<file path="src/sbgc_pkg.sv">
package sbgc_pkg;

    localparam int CFG_WIDTH = 24;
    localparam int CFG_INDEX_WIDTH = 3;
    localparam int CODE_WIDTH = 16;
    localparam int VALUE_WIDTH = 32;
    localparam int OUT_COUNT_WIDTH = 16;

    // Configuration register indexes
    localparam logic [CFG_INDEX_WIDTH-1:0] CFG_CYCLE_TIME = 3'd0;
    localparam logic [CFG_INDEX_WIDTH-1:0] CFG_SEGMENT_GAP = 3'd1;
    localparam logic [CFG_INDEX_WIDTH-1:0] CFG_LIFT_CONFIRM = 3'd2;
    localparam logic [CFG_INDEX_WIDTH-1:0] CFG_CLICK_TIME = 3'd3;
    localparam logic [CFG_INDEX_WIDTH-1:0] CFG_DOUBLE_CLICK_TIME = 3'd4;

    // Reset values of the configuration registers, microseconds
    localparam logic [CFG_WIDTH-1:0] CYCLE_TIME_RESET = 24'd10000;
    localparam logic [CFG_WIDTH-1:0] SEGMENT_GAP_RESET = 24'd400000;
    localparam logic [CFG_WIDTH-1:0] LIFT_CONFIRM_RESET = 24'd10000;
    localparam logic [CFG_WIDTH-1:0] CLICK_TIME_RESET = 24'd200000;
    localparam logic [CFG_WIDTH-1:0] DOUBLE_CLICK_TIME_RESET = 24'd400000;

    // Input event codes
    localparam logic [CODE_WIDTH-1:0] CODE_SYN = 16'h0000;
    localparam logic [CODE_WIDTH-1:0] CODE_PRESSURE = 16'h0018;
    localparam logic [CODE_WIDTH-1:0] CODE_DISTANCE = 16'h0019;
    localparam logic [CODE_WIDTH-1:0] CODE_TOOL_PEN = 16'h0140;
    localparam logic [CODE_WIDTH-1:0] CODE_STYLUS = 16'h014B;

    typedef enum logic [2:0] {
        KIND_NONE     = 3'd0,
        KIND_CLICK    = 3'd1,
        KIND_LONG     = 3'd2,
        KIND_HOLD_ON  = 3'd3,
        KIND_HOLD_OFF = 3'd4,
        KIND_PEN_UP   = 3'd5
    } gesture_kind_t;

endpackage

</file>
<file path="src/stylus_button_gesture_classifier.sv">
// Stylus button and pen contact gesture classifier.
//
// Input channel: one pen event per item (event_code, event_value,
// timestamp_us) under in_valid / in_stall. Output channel: exactly one
// result per event (gesture_kind, gesture_count) under out_valid / out_stall.
// Configuration: five 24-bit time windows in microseconds, written through
// cfg_we / cfg_index / cfg_data while no item is in flight.
//
// The event is held in an input register, then one pass of subtract-and-compare
// logic updates the gesture state and loads the result register, which drives
// out_valid. Throughput is one item per cycle while the receiver does not
// stall; the result register frees as soon as the receiver takes its item,
// so the input register drains then.
//
// Reset clears all gesture state, empties both registers and restores the
// default windows. When the receiver stalls, the result holds; one more item
// is taken into the input register, after which in_stall rises until the
// result is taken. Counts saturate at all ones; gesture_count carries the low
// 16 bits of the count and is zero when gesture_kind is none.
module stylus_button_gesture_classifier #(
    parameter int COUNT_BITS = 16,
    parameter int TIME_BITS = 48
) (
    input  logic                                   clk,
    input  logic                                   rst_n,
    input  logic                                   in_valid,
    output logic                                   in_stall,
    input  logic [sbgc_pkg::CODE_WIDTH-1:0]        event_code,
    input  logic signed [sbgc_pkg::VALUE_WIDTH-1:0] event_value,
    input  logic [TIME_BITS-1:0]                   timestamp_us,
    output logic                                   out_valid,
    input  logic                                   out_stall,
    output logic [2:0]                             gesture_kind,
    output logic [sbgc_pkg::OUT_COUNT_WIDTH-1:0]   gesture_count,
    input  logic                                   cfg_we,
    input  logic [sbgc_pkg::CFG_INDEX_WIDTH-1:0]   cfg_index,
    input  logic [sbgc_pkg::CFG_WIDTH-1:0]         cfg_data
);

    localparam int CW = (COUNT_BITS > sbgc_pkg::OUT_COUNT_WIDTH) ? COUNT_BITS
                                                               : sbgc_pkg::OUT_COUNT_WIDTH;
    localparam logic [COUNT_BITS-1:0] COUNT_MAX = {COUNT_BITS{1'b1}};

    typedef logic [TIME_BITS-1:0] time_t;
    typedef logic [COUNT_BITS-1:0] count_t;

    // elapsed (now - then) strictly greater than win; a negative elapsed never is
    function automatic logic elapsed_gt(time_t now, time_t then,
                                        logic [sbgc_pkg::CFG_WIDTH-1:0] win);
        logic [TIME_BITS:0] d;
        d = {1'b0, now} - {1'b0, then};
        return !d[TIME_BITS] && (d[TIME_BITS-1:0] > TIME_BITS'(win));
    endfunction

    // elapsed (now - then) strictly less than win; a negative elapsed always is
    function automatic logic elapsed_lt(time_t now, time_t then,
                                        logic [sbgc_pkg::CFG_WIDTH-1:0] win);
        logic [TIME_BITS:0] d;
        d = {1'b0, now} - {1'b0, then};
        return d[TIME_BITS] || (d[TIME_BITS-1:0] < TIME_BITS'(win));
    endfunction

    function automatic count_t sat_inc(count_t c);
        return (c == COUNT_MAX) ? c : c + count_t'(1);
    endfunction

    // ---------------------------------------------------------------- config
    logic [sbgc_pkg::CFG_WIDTH-1:0] cycle_time_reg, segment_gap_reg, lift_confirm_reg;
    logic [sbgc_pkg::CFG_WIDTH-1:0] click_time_reg, double_click_time_reg;

    always_ff @(posedge clk or negedge rst_n)
    begin
        if (!rst_n)
        begin
            cycle_time_reg        <= sbgc_pkg::CYCLE_TIME_RESET;
            segment_gap_reg       <= sbgc_pkg::SEGMENT_GAP_RESET;
            lift_confirm_reg      <= sbgc_pkg::LIFT_CONFIRM_RESET;
            click_time_reg        <= sbgc_pkg::CLICK_TIME_RESET;
            double_click_time_reg <= sbgc_pkg::DOUBLE_CLICK_TIME_RESET;
        end
        else if (cfg_we)
        begin
            unique case (cfg_index)
                sbgc_pkg::CFG_CYCLE_TIME:        cycle_time_reg <= cfg_data;
                sbgc_pkg::CFG_SEGMENT_GAP:       segment_gap_reg <= cfg_data;
                sbgc_pkg::CFG_LIFT_CONFIRM:      lift_confirm_reg <= cfg_data;
                sbgc_pkg::CFG_CLICK_TIME:        click_time_reg <= cfg_data;
                sbgc_pkg::CFG_DOUBLE_CLICK_TIME: double_click_time_reg <= cfg_data;
                default: ;  // writes beyond the register list are dropped
            endcase
        end
    end

    // ------------------------------------------------------- pipeline control
    logic s1_valid_reg, s1_valid_next;
    logic [sbgc_pkg::CODE_WIDTH-1:0] s1_code_reg;
    logic [sbgc_pkg::VALUE_WIDTH-1:0] s1_value_reg;
    time_t s1_time_reg;

    logic res_valid_reg, res_valid_next;
    sbgc_pkg::gesture_kind_t res_kind_reg;
    logic [sbgc_pkg::OUT_COUNT_WIDTH-1:0] res_count_reg;

    logic advance;
    logic accept;

    // The event in the input register moves on when the result slot is free
    // or is being emptied in this cycle.
    assign advance  = s1_valid_reg && (!res_valid_reg || !out_stall);
    assign in_stall = s1_valid_reg && !advance;
    assign accept   = in_valid && !in_stall;

    always_comb
    begin
        s1_valid_next = s1_valid_reg;
        if (accept)
            s1_valid_next = 1'b1;
        else if (advance)
            s1_valid_next = 1'b0;

        res_valid_next = res_valid_reg;
        if (advance)
            res_valid_next = 1'b1;
        else if (!out_stall)
            res_valid_next = 1'b0;
    end

    always_ff @(posedge clk or negedge rst_n)
    begin
        if (!rst_n)
        begin
            s1_valid_reg  <= 1'b0;
            res_valid_reg <= 1'b0;
        end
        else
        begin
            s1_valid_reg  <= s1_valid_next;
            res_valid_reg <= res_valid_next;
        end
    end

    always_ff @(posedge clk)
    begin
        if (accept)
        begin
            s1_code_reg  <= event_code;
            s1_value_reg <= event_value;
            s1_time_reg  <= timestamp_us;
        end
    end

    // --------------------------------------------------------- gesture state
    count_t click_count_reg, click_count_next;
    count_t segment_count_reg, segment_count_next;
    logic click_registered_reg, click_registered_next;
    logic hold_sent_reg, hold_sent_next;
    logic abort_pending_reg, abort_pending_next;
    logic in_contact_reg, in_contact_next;
    logic release_pending_reg, release_pending_next;
    logic long_click_possible_reg, long_click_possible_next;
    logic long_click_due_reg, long_click_due_next;
    logic lift_pending_reg, lift_pending_next;
    logic lift_saw_click_reg, lift_saw_click_next;
    logic lift_saw_contact_reg, lift_saw_contact_next;
    time_t press_time_reg, press_time_next;
    time_t abort_time_reg, abort_time_next;
    time_t last_segment_time_reg, last_segment_time_next;
    time_t release_time_reg, release_time_next;
    time_t lift_time_reg, lift_time_next;

    sbgc_pkg::gesture_kind_t kind;
    count_t cnt;
    logic [CW-1:0] cnt_wide;
    logic released;
    logic v0, v1;
    logic is_syn, is_stylus, is_distance, is_pressure, is_tool_pen;

    assign v0          = (s1_value_reg == '0);
    assign v1          = (s1_value_reg == sbgc_pkg::VALUE_WIDTH'(1));
    assign is_syn      = (s1_code_reg == sbgc_pkg::CODE_SYN);
    assign is_stylus   = (s1_code_reg == sbgc_pkg::CODE_STYLUS);
    assign is_distance = (s1_code_reg == sbgc_pkg::CODE_DISTANCE);
    assign is_pressure = (s1_code_reg == sbgc_pkg::CODE_PRESSURE);
    assign is_tool_pen = (s1_code_reg == sbgc_pkg::CODE_TOOL_PEN);

    // One pass over the rules in order; a later rule overrides the result.
    always_comb
    begin
        click_count_next         = click_count_reg;
        segment_count_next       = segment_count_reg;
        click_registered_next    = click_registered_reg;
        hold_sent_next           = hold_sent_reg;
        abort_pending_next       = abort_pending_reg;
        in_contact_next          = in_contact_reg;
        release_pending_next     = release_pending_reg;
        long_click_possible_next = long_click_possible_reg;
        long_click_due_next      = long_click_due_reg;
        lift_pending_next        = lift_pending_reg;
        lift_saw_click_next      = lift_saw_click_reg;
        lift_saw_contact_next    = lift_saw_contact_reg;
        press_time_next          = press_time_reg;
        abort_time_next          = abort_time_reg;
        last_segment_time_next   = last_segment_time_reg;
        release_time_next        = release_time_reg;
        lift_time_next           = lift_time_reg;
        kind     = sbgc_pkg::KIND_NONE;
        cnt      = '0;
        released = 1'b0;

        // Abort once the pen was withdrawn and came back after the window
        if (abort_pending_next && !is_syn && !is_stylus)
        begin
            abort_pending_next = 1'b0;
            if (elapsed_gt(s1_time_reg, abort_time_next, cycle_time_reg))
            begin
                click_registered_next    = 1'b0;
                long_click_possible_next = 1'b0;
                long_click_due_next      = 1'b0;
                in_contact_next          = 1'b0;
                lift_pending_next        = 1'b0;
                lift_saw_contact_next    = 1'b0;
                lift_saw_click_next      = 1'b0;
                if (hold_sent_next)
                begin
                    kind = sbgc_pkg::KIND_HOLD_OFF;
                    cnt  = click_count_next;
                    hold_sent_next = 1'b0;
                end
                click_count_next   = '0;
                segment_count_next = '0;
            end
        end
        if (is_tool_pen && v0)
        begin
            abort_time_next    = s1_time_reg;
            abort_pending_next = 1'b1;
        end

        // Contact and lift tracking; a click plus contact during a possible
        // lift marks it as fake.
        if (lift_pending_next)
        begin
            if (elapsed_gt(s1_time_reg, lift_time_next, lift_confirm_reg))
            begin
                lift_saw_contact_next = 1'b0;
                lift_saw_click_next   = 1'b0;
                lift_pending_next     = 1'b0;
                in_contact_next       = 1'b0;
                kind = sbgc_pkg::KIND_PEN_UP;
                cnt  = segment_count_next;
            end
            else
            begin
                if (is_stylus && v1)
                    lift_saw_click_next = 1'b1;
                if (is_distance && v0)
                    lift_saw_contact_next = 1'b1;
                if (lift_saw_click_next && lift_saw_contact_next)
                begin
                    lift_saw_contact_next = 1'b0;
                    lift_saw_click_next   = 1'b0;
                    lift_pending_next     = 1'b0;
                end
            end
        end
        else if (in_contact_next)
        begin
            if (is_distance)
            begin
                lift_time_next    = s1_time_reg;
                lift_pending_next = 1'b1;
            end
        end
        else if (is_distance && v0)
        begin
            if (elapsed_gt(s1_time_reg, last_segment_time_next, segment_gap_reg))
                segment_count_next = '0;
            in_contact_next = 1'b1;
        end

        // Debounced button release
        if (!is_syn && release_pending_next)
        begin
            release_pending_next = 1'b0;
            released = elapsed_lt(s1_time_reg, release_time_next, cycle_time_reg);
        end
        if (is_stylus && v0)
        begin
            release_time_next    = s1_time_reg;
            release_pending_next = 1'b1;
        end

        if (hold_sent_next && is_pressure)
            long_click_possible_next = 1'b0;
        if (is_pressure && v0)
        begin
            segment_count_next     = sat_inc(segment_count_next);
            last_segment_time_next = s1_time_reg;
        end

        // Button press while hovering
        if (is_stylus && v1 && !in_contact_next)
        begin
            press_time_next       = s1_time_reg;
            click_count_next      = sat_inc(click_count_next);
            click_registered_next = 1'b0;
        end

        if (long_click_due_next)
        begin
            kind = sbgc_pkg::KIND_LONG;
            cnt  = click_count_next;
            click_count_next         = '0;
            long_click_due_next      = 1'b0;
            long_click_possible_next = 1'b0;
        end

        // Click or hold classification by time since the press
        if (click_count_next != '0)
        begin
            if (elapsed_lt(s1_time_reg, press_time_next, click_time_reg))
            begin
                if (released)
                    click_registered_next = 1'b1;
            end
            else if (elapsed_lt(s1_time_reg, press_time_next, double_click_time_reg))
            begin
                if (!click_registered_next)
                begin
                    if (!hold_sent_next)
                    begin
                        kind = sbgc_pkg::KIND_HOLD_ON;
                        cnt  = click_count_next;
                        hold_sent_next           = 1'b1;
                        long_click_possible_next = 1'b1;
                    end
                    if (hold_sent_next && released)
                    begin
                        kind = sbgc_pkg::KIND_HOLD_OFF;
                        cnt  = click_count_next;
                        hold_sent_next = 1'b0;
                        if (long_click_possible_next)
                            long_click_due_next = 1'b1;
                        else
                            click_count_next = '0;
                    end
                end
            end
            else
            begin
                if (click_registered_next)
                begin
                    kind = sbgc_pkg::KIND_CLICK;
                    cnt  = click_count_next;
                    click_registered_next = 1'b0;
                    click_count_next      = '0;
                end
                if (released)
                begin
                    kind = sbgc_pkg::KIND_HOLD_OFF;
                    cnt  = click_count_next;
                    hold_sent_next = 1'b0;
                    if (long_click_possible_next)
                        long_click_due_next = 1'b1;
                    else
                        click_count_next = '0;
                end
            end
        end

        if (kind == sbgc_pkg::KIND_NONE)
            cnt = '0;
        cnt_wide = CW'(cnt);
    end

    // Advance the state only as the event leaves the input register
    always_ff @(posedge clk or negedge rst_n)
    begin
        if (!rst_n)
        begin
            click_count_reg         <= '0;
            segment_count_reg       <= '0;
            click_registered_reg    <= 1'b0;
            hold_sent_reg           <= 1'b0;
            abort_pending_reg       <= 1'b0;
            in_contact_reg          <= 1'b0;
            release_pending_reg     <= 1'b0;
            long_click_possible_reg <= 1'b0;
            long_click_due_reg      <= 1'b0;
            lift_pending_reg        <= 1'b0;
            lift_saw_click_reg      <= 1'b0;
            lift_saw_contact_reg    <= 1'b0;
            press_time_reg          <= '0;
            abort_time_reg          <= '0;
            last_segment_time_reg   <= '0;
            release_time_reg        <= '0;
            lift_time_reg           <= '0;
        end
        else if (advance)
        begin
            click_count_reg         <= click_count_next;
            segment_count_reg       <= segment_count_next;
            click_registered_reg    <= click_registered_next;
            hold_sent_reg           <= hold_sent_next;
            abort_pending_reg       <= abort_pending_next;
            in_contact_reg          <= in_contact_next;
            release_pending_reg     <= release_pending_next;
            long_click_possible_reg <= long_click_possible_next;
            long_click_due_reg      <= long_click_due_next;
            lift_pending_reg        <= lift_pending_next;
            lift_saw_click_reg      <= lift_saw_click_next;
            lift_saw_contact_reg    <= lift_saw_contact_next;
            press_time_reg          <= press_time_next;
            abort_time_reg          <= abort_time_next;
            last_segment_time_reg   <= last_segment_time_next;
            release_time_reg        <= release_time_next;
            lift_time_reg           <= lift_time_next;
        end
    end

    // Result register: load on advance, hold while stalled
    always_ff @(posedge clk)
    begin
        if (advance)
        begin
            res_kind_reg  <= kind;
            res_count_reg <= cnt_wide[sbgc_pkg::OUT_COUNT_WIDTH-1:0];
        end
    end

    assign out_valid     = res_valid_reg;
    assign gesture_kind  = res_kind_reg;
    assign gesture_count = res_count_reg;

    // ------------------------------------------------------------ assertions
    a_state_holds_without_advance: assert property (
        @(posedge clk) disable iff (!rst_n)
        !advance |=> ($stable(click_count_reg) && $stable(segment_count_reg)
                      && $stable(hold_sent_reg) && $stable(in_contact_reg))
    ) else $error("gesture state changed with no item advancing");

    a_none_has_zero_count: assert property (
        @(posedge clk) disable iff (!rst_n)
        (res_valid_reg && res_kind_reg == sbgc_pkg::KIND_NONE) |-> (res_count_reg == '0)
    ) else $error("empty result carries a nonzero count");

    a_lift_needs_contact: assert property (
        @(posedge clk) disable iff (!rst_n)
        lift_pending_reg |-> in_contact_reg
    ) else $error("lift pending while not in contact");

    a_lift_marks_need_pending: assert property (
        @(posedge clk) disable iff (!rst_n)
        (lift_saw_click_reg || lift_saw_contact_reg) |-> lift_pending_reg
    ) else $error("lift marks set with no lift pending");

    a_advance_loads_result: assert property (
        @(posedge clk) disable iff (!rst_n)
        advance |=> res_valid_reg
    ) else $error("advanced item did not reach the result register");

endmodule

</file>
<file path="config.mk">
export PLATFORM = sky130hd
export DESIGN_NAME = stylus_button_gesture_classifier
export DESIGN_NICKNAME = d
export VERILOG_FILES = /design/src/sbgc_pkg.sv /design/src/stylus_button_gesture_classifier.sv
export SDC_FILE = /design/constraint.sdc
export NUM_CORES = 2
export LEC_CHECK = 0
export ABC_CLOCK_PERIOD_IN_PS = 20300
export BUFFER_PORTS_ARGS = -buffer_cell sky130_fd_sc_hd__buf_2
export CORE_MARGIN = 2
export CORE_UTILIZATION = 45
export DETAILED_ROUTE_END_ITERATION = 10
export PLACE_DENSITY = 0.72
export SYNTH_ARGS = -nofsm -noshare
export SYNTH_HDL_FRONTEND = slang
export SYNTH_SLANG_ARGS = --single-unit
</file>
<file path="constraint.sdc">
create_clock -name clk -period 20.3 [get_ports clk]
set_input_delay 4.06 -clock clk [delete_from_list [all_inputs] [get_ports clk]]
set_output_delay 4.06 -clock clk [all_outputs]
set_load 0.01 [all_outputs]
</file>
# Word level (Yosys, flattened, before mapping)
# Cells that the tools add are included.
[word_totals]
register_bits = 519
latch_bits = 0
mem_bits_rw = 0
rom_bits = 0
out_inout_bits = 21
elab_cells = 237
n_memories = 0
[classes]
addsub = 7
multipliers = 0
div = 0
n_lt_le_gt_ge = 6
eq_ne = 12
n_shift = 0
mux = 131
bitwise_logic = 1
reduce_logical = 51
[op_table]
columns = ["operator", "count"]
rows = [
  ["two-way mux 16 bit", 36],
  ["subtractor 48 x 48 -> 49 bit", 5],
  ["> comparator 48 x 24 -> 1 bit", 3],
  ["< comparator 48 x 24 -> 1 bit", 3],
  ["two-way mux 1 bit", 80],
  ["two-way mux 48 bit", 1],
  ["two-way mux 3 bit", 14],
  ["adder 16 x 1 -> 16 bit, second input constant", 2],
  ["equality test 16 bit, second input constant", 2],
  ["equality test 16 x 5 -> 1 bit, second input constant", 2],
  ["equality test 16 x 9 -> 1 bit, second input constant", 2],
  ["equality test 32 x 1 -> 1 bit, second input constant", 1],
  ["logical NOT 32 bit", 1],
  ["AND reduction 2 bit", 10],
  ["logical AND 1 bit", 18],
  ["logical NOT 16 bit", 1],
  ["nonzero test 16 bit", 1],
  ["logical NOT 1 bit", 10],
  ["equality test 3 x 2 -> 1 bit, second input constant", 2],
  ["logical NOT 3 bit", 2],
  ["nonzero test 2 bit", 3],
  ["logical OR 1 bit", 4],
  ["AND reduction 4 bit", 1],
  ["equality test 3 x 1 -> 1 bit, second input constant", 1],
  ["other kinds (3)", 3],
]

# Longest topological paths before layout
[depth]
ltp_word = 23
depth_mapped = 55

# Worst setup path after synthesis
# OpenSTA, ideal clock, no wires.
[synth_timing]
path_type = "register -> register"
from = "reg s1_time_reg[8]"
to = "reg res_count_reg (netlist bit gesture_count[12]) (data pin)"
setup_ps = 158
t_arrival_ps = 10084
required_ps = 20142
setup_slack_ps = 10058
stages_incl_launch_ff = 47
path_buffers = 5
path_cell_list = "edfxtp_1 -> ha_1 -> clkbuf_1 -> a21o_1 -> o21bai_1 -> a31o_2 -> or2_2 -> a41oi_1 -> xnor2_1 -> ha_1 -> nand4_1 -> nor3_1 -> a21boi_0 -> or4b_2 -> a32o_1 -> nor4_1 -> nand4_1 -> nor4_1 -> [... 11 more ...] -> a21o_1 -> a221oi_2 -> and3b_1 -> o31ai_2 -> o21ai_2 -> a21boi_0 -> or3_1 -> a221oi_1 -> nand4_1 -> or4_4 -> or3b_1 -> o221a_1 -> buf_6 -> o211ai_2 -> o211ai_2 -> a211oi_4 -> o211ai_1 -> o211ai_1"
[synth_via]
elab_chain_len = 17
elab_cells_between_ends = 73
[synth_lines]
columns = ["element", "line_no", "rtl"]
rows = [
  ["start: declaration", "stylus_button_gesture_classifier.sv:98", "time_t s1_time_reg;"],
  ["start signal: assignment", "stylus_button_gesture_classifier.sv:148", "s1_time_reg <= timestamp_us;"],
  ["subtractor 48 x 48 -> 49 bit", "stylus_button_gesture_classifier.sv:51", "d = {1'b0, now} - {1'b0, then};"],
  ["> comparator 48 x 24 -> 1 bit / logical NOT 1 bit (equally long branches)", "stylus_button_gesture_classifier.sv:52", "return !d[TIME_BITS] && (d[TIME_BITS-1:0] > TIME_BITS'(win));"],
  ["logical AND 1 bit", "stylus_button_gesture_classifier.sv:52", ""],
  ["two-way mux 1 bit", "stylus_button_gesture_classifier.sv:214", "if (elapsed_gt(s1_time_reg, abort_time_next, cycle_time_reg))"],
  ["two-way mux 1 bit", "stylus_button_gesture_classifier.sv:211", "if (abort_pending_next && !is_syn && !is_stylus)"],
  ["two-way mux 1 bit, on equally long branches", "stylus_button_gesture_classifier.sv:266, stylus_button_gesture_classifier.sv:243", ""],
  ["two-way mux 1 bit (*)", "stylus_button_gesture_classifier.sv:241", "if (lift_pending_next)"],
  ["logical NOT 1 bit (*)", "stylus_button_gesture_classifier.sv:302", "if (is_stylus && v1 && !in_contact_next)"],
  ["[... 2 more ...]", "n/a", ""],
  ["named net press_time_next[0]", "stylus_button_gesture_classifier.sv:165", "time_t press_time_reg, press_time_next;"],
  ["subtractor 48 x 48 -> 49 bit (*)", "stylus_button_gesture_classifier.sv:59", "d = {1'b0, now} - {1'b0, then};"],
  ["< comparator 48 x 24 -> 1 bit", "stylus_button_gesture_classifier.sv:60", "return d[TIME_BITS] || (d[TIME_BITS-1:0] < TIME_BITS'(win));"],
  ["logical OR 1 bit", "stylus_button_gesture_classifier.sv:60", ""],
  ["two-way mux 3 bit", "stylus_button_gesture_classifier.sv:326", "else if (elapsed_lt(s1_time_reg, press_time_next, double_click_time_reg))"],
  ["two-way mux 3 bit", "stylus_button_gesture_classifier.sv:321", "if (elapsed_lt(s1_time_reg, press_time_next, click_time_reg))"],
  ["two-way mux 3 bit", "stylus_button_gesture_classifier.sv:319", "if (click_count_next != '0)"],
  ["logical NOT 3 bit", "stylus_button_gesture_classifier.sv:371", "if (kind == sbgc_pkg::KIND_NONE)"],
  ["end signal: assignment", "stylus_button_gesture_classifier.sv:427", "res_count_reg <= cnt_wide[sbgc_pkg::OUT_COUNT_WIDTH-1:0];"],
  ["end: declaration", "stylus_button_gesture_classifier.sv:102", "logic [sbgc_pkg::OUT_COUNT_WIDTH-1:0] res_count_reg;"],
]
# Mark *: on every way through the listed nets, which the timed path passes. The rest lies on a longest branch.
# A chain may end at the register's enable or synchronous reset.

# Worst setup path in the final report
[layout_timing]
from = "reg s1_time_reg[1]"
to = "reg res_count_reg (netlist bit gesture_count[7]) (data pin)"
[layout_via]
elab_chain_len = 17
elab_cells_between_ends = 73
[layout_lines]
columns = ["element", "line_no"]
rows = [
  ["subtractor 48 x 48 -> 49 bit", "stylus_button_gesture_classifier.sv:51"],
  ["> comparator 48 x 24 -> 1 bit / logical NOT 1 bit (equally long branches)", "stylus_button_gesture_classifier.sv:52"],
  ["logical AND 1 bit", "stylus_button_gesture_classifier.sv:52"],
  ["two-way mux 1 bit", "stylus_button_gesture_classifier.sv:214"],
  ["two-way mux 1 bit", "stylus_button_gesture_classifier.sv:211"],
  ["two-way mux 1 bit, on equally long branches", "stylus_button_gesture_classifier.sv:266, stylus_button_gesture_classifier.sv:243"],
  ["two-way mux 1 bit", "stylus_button_gesture_classifier.sv:241"],
  ["logical NOT 1 bit", "stylus_button_gesture_classifier.sv:302"],
  ["logical AND 1 bit", "stylus_button_gesture_classifier.sv:302"],
  ["two-way mux 48 bit / two-way mux 16 bit (equally long branches)", "stylus_button_gesture_classifier.sv:302"],
  ["subtractor 48 x 48 -> 49 bit / two-way mux 16 bit (equally long branches)", "stylus_button_gesture_classifier.sv:59, stylus_button_gesture_classifier.sv:309"],
  ["< comparator 48 x 24 -> 1 bit / two-way mux 16 bit (equally long branches)", "stylus_button_gesture_classifier.sv:60, stylus_button_gesture_classifier.sv:330"],
  ["logical OR 1 bit / two-way mux 16 bit (equally long branches)", "stylus_button_gesture_classifier.sv:60, stylus_button_gesture_classifier.sv:337"],
  ["two-way mux 3 bit / two-way mux 16 bit (equally long branches)", "stylus_button_gesture_classifier.sv:326, stylus_button_gesture_classifier.sv:328"],
  ["two-way mux 3 bit / two-way mux 16 bit (equally long branches)", "stylus_button_gesture_classifier.sv:321, stylus_button_gesture_classifier.sv:326"],
  ["two-way mux 3 bit / two-way mux 16 bit (equally long branches)", "stylus_button_gesture_classifier.sv:319, stylus_button_gesture_classifier.sv:321"],
  ["logical NOT 3 bit / two-way mux 16 bit (equally long branches)", "stylus_button_gesture_classifier.sv:371, stylus_button_gesture_classifier.sv:319"],
]
# Several ways; a longest one is shown, not always the timed one.

==> flow_summary.ini <==
[floorplan]
floorplan.initialDensity = 0.453
fp-row-count = 109
core_sq_mm = 0.0881
die_area_sq_mm = 0.0910
ios = 149
dieHeight_microns = 302
die_w_microns = 302

[cts]
cts_tree = built
path_clk_slew_ps = 60
clock_sinks = 519
insertion_delay_ps = 660
h-tree-depth = 2
hold_buffers = 0
cts_buffers = 58
root_buffer = clkbuf_16
cts_setup_buffers = 0
cts_buffer_depth = 3
cts_resized = 0

[critical_path]
worst_ep_required_time_ps = 20760
end_kind = flop
r2r_cells = 43
critical-path-max-stage-delay_ps = 850
crit_buf_inv = 1
cp.arrival_ps = 12790
worst-path-max-fanout = 51
crit_family = compound AO/OA/AOI/OAI gates
crit_type = reg2reg
crit_start = s1_time_reg[1]
worst-path-stages = 43
regToRegStartpoint = s1_time_reg[1]
critPathLaunchType = flop
crit_slowest_cell = edfxtp_1

[sta]
setup_viol = 0
drv_slew = 0
setup_tns_ps = 0
tightestPinTransition_ps = 1210
fin_crit_ps = 12330
fin_skew_ps = 43.9
hold_viol = 0
rsz0062_at_grt = false
slew_headroom = 0.187
fmax_mhz = 81.1
fin_ws_ps = 7970
period_share = 0.607

[finish]
multi_input_area_sq_mm = 0.0241
design_area_sq_mm = 0.0437
n_fill_cell = 8298
layout.nets = 5160
syn2layout_area_growth_pct = 9.73
drive_above_1_share = 0.124
layout_common_cells = nand2_1 (506), o21ai_0 (400), inv_1 (397)
final_common_cell = nand2_1
final_core_util = 0.497
seqCellArea_sq_mm = 0.0136

[power_and_ir_drop]
switchingPower_uw = 904
swShare = 0.310
p_clk_frac = 0.370
ir_drop_mv = 0.0741
powerDensity_mw_per_mm2 = 66.7
combPwrFrac = 0.228
seqPwrFrac = 0.402
leakage_nw = 19.2
internal_power_mw = 2.02

[global_route]
grt_overflow = 0
grt_pass1_wl_microns = 182000
grt_usage = 0.250
antenna_found_initial = 3
grt_pass1_vias = 33387
grt_max_degree = 97

[logic_synthesis]
syn-num-nets = 5090
async_flop_share = 0.778
ys_types = 109
postSynthCellCount = 4574
synth_fa_ha_area_frac = 0.123
synth-simple-area-share = 0.160
synth_compound_area_frac = 0.216
ys_seq_area_frac = 0.341
synth_top_family_by_area = compound AO/OA/AOI/OAI gates
synth.avg_cell_area_sq_um = 8.72
synth-seq-cells = 519
synth_flop_cell = dfrtp_1
syn_area_sq_mm = 0.0399
synthXorXnorAreaFrac = 0.0362
yosys_warnings = 0
synth_edf_count = 115
synthMuxAreaShare = 0.0666

[routing]
wl_per_cell_microns = 19.8
antenna_left = 0
via_count = 34932
wl_microns = 116000
firstDrtPassIters = 6
avgViaCountPerCell = 5.96
drt-initial-drc-count = 2826
drc_errors = 0

[worst_hold_path]
min_path_type = reg2reg
min_path_cells = 2
worstHoldStart = press_time_reg[0]

[outcome]
status = finished clean

[flow_run]
cap_viol_max_count = 0

[placement]
io_buffers = 148
pre_cts_slack_ps = 8100
dpl_cell_area_sq_mm = 0.0418
gp_congestion = 0.992
dp_hpwl_microns = 89200
==> cell type report <==
type	instances	share of cell area
multi-input cells	3463	0.550
flip-flops and latches	519	0.311
clock buffers	79	0.0376
inverters	398	0.0341
well taps	1165	0.0333
repair buffers	204	0.0268
clock inverters	30	0.00709
diodes	4	0.000229
==> path summary, 6_finish.rpt <==
check | to | slack (ps)
worst max-delay path | gesture_count[7] | 7970
worst min-delay path | press_time_reg[0] | 480
worst max register to register | gesture_count[7] | 7970
worst min register to register | press_time_reg[0] | 480
max in group asynchronous | abort_time_reg[23] | 14780
min in group asynchronous | hold_sent_reg | 3410
==> power by group through the flow <==
stage               Clock (mW)  Combinational (mW)  Sequential, mW
floorplan                    0               0.443            1.19
global placement             0               0.640            1.19
detailed placement           0               0.654            1.19
CTS                       1.11               0.659            1.17
global route              1.14               0.744            1.18
finish                    1.08               0.666            1.17
==> synthesized netlist by cell type (66+ instances only) <==
master / number / area, sq um
a21o_1: 108 / 811
a21oi_1: 348 / 1740
clkbuf_1: 143 / 537
dfrtp_1: 376 / 9410
edfxtp_1: 115 / 3450
ha_1: 383 / 4790
inv_1: 397 / 1490
mux2_2: 176 / 1980
mux2i_1: 66 / 661
nand2_1: 509 / 1910
nand3_1: 86 / 430
nand4_1: 103 / 644
nor2_1: 230 / 863
nor3_1: 70 / 350
o21ai_0: 400 / 2000
xnor2_1: 105 / 920
==> per-layer routing <==
layer / GRT usage / up-vias / wire, microns
met5: 0 / - / 0
met4: 0.100 / 0 / 4720
met3: 0.0334 / 246 / 7100
met2: 0.403 / 1109 / 53100
met1: 0.341 / 16782 / 51100
li1: - / 16795 / -
==> per-stage QoR <==
| step | hold WS, ps | total power, mW | std cells |
|---|---|---|---|
| after floorplan | 446 | 1.63 | 4574 |
| after global placement | 462 | 1.83 | 5749 |
| after detailed placement | 464 | 1.85 | 5749 |
| after CTS | 480 | 2.94 | 5858 |
| after global routing | 488 | 3.07 | 5858 |
| final | 478 | 2.92 | 5862 |
==> worst register-to-register path: cells and delay by family, from the launching register on <==
kind,cells,cell delay (ps)
compound gates,22,5240
xor+xnor,2,290
fa+ha+maj,4,1320
buf+inv,1,650
flops,1,850
mux,1,400
simple gates,13,3420
==> cells by family (layout without fill, tap and decap cells) <==
kind of cell | after synthesis | count (layout)
compound gates | 1353 | 1353
simple gates | 1314 | 1314
buf+inv | 592 | 711
flops | 519 | 519
fa+ha+maj | 388 | 388
mux | 243 | 243
xor+xnor | 165 | 165
other cells | 0 | 4
(Power assumes the default switching activity.)
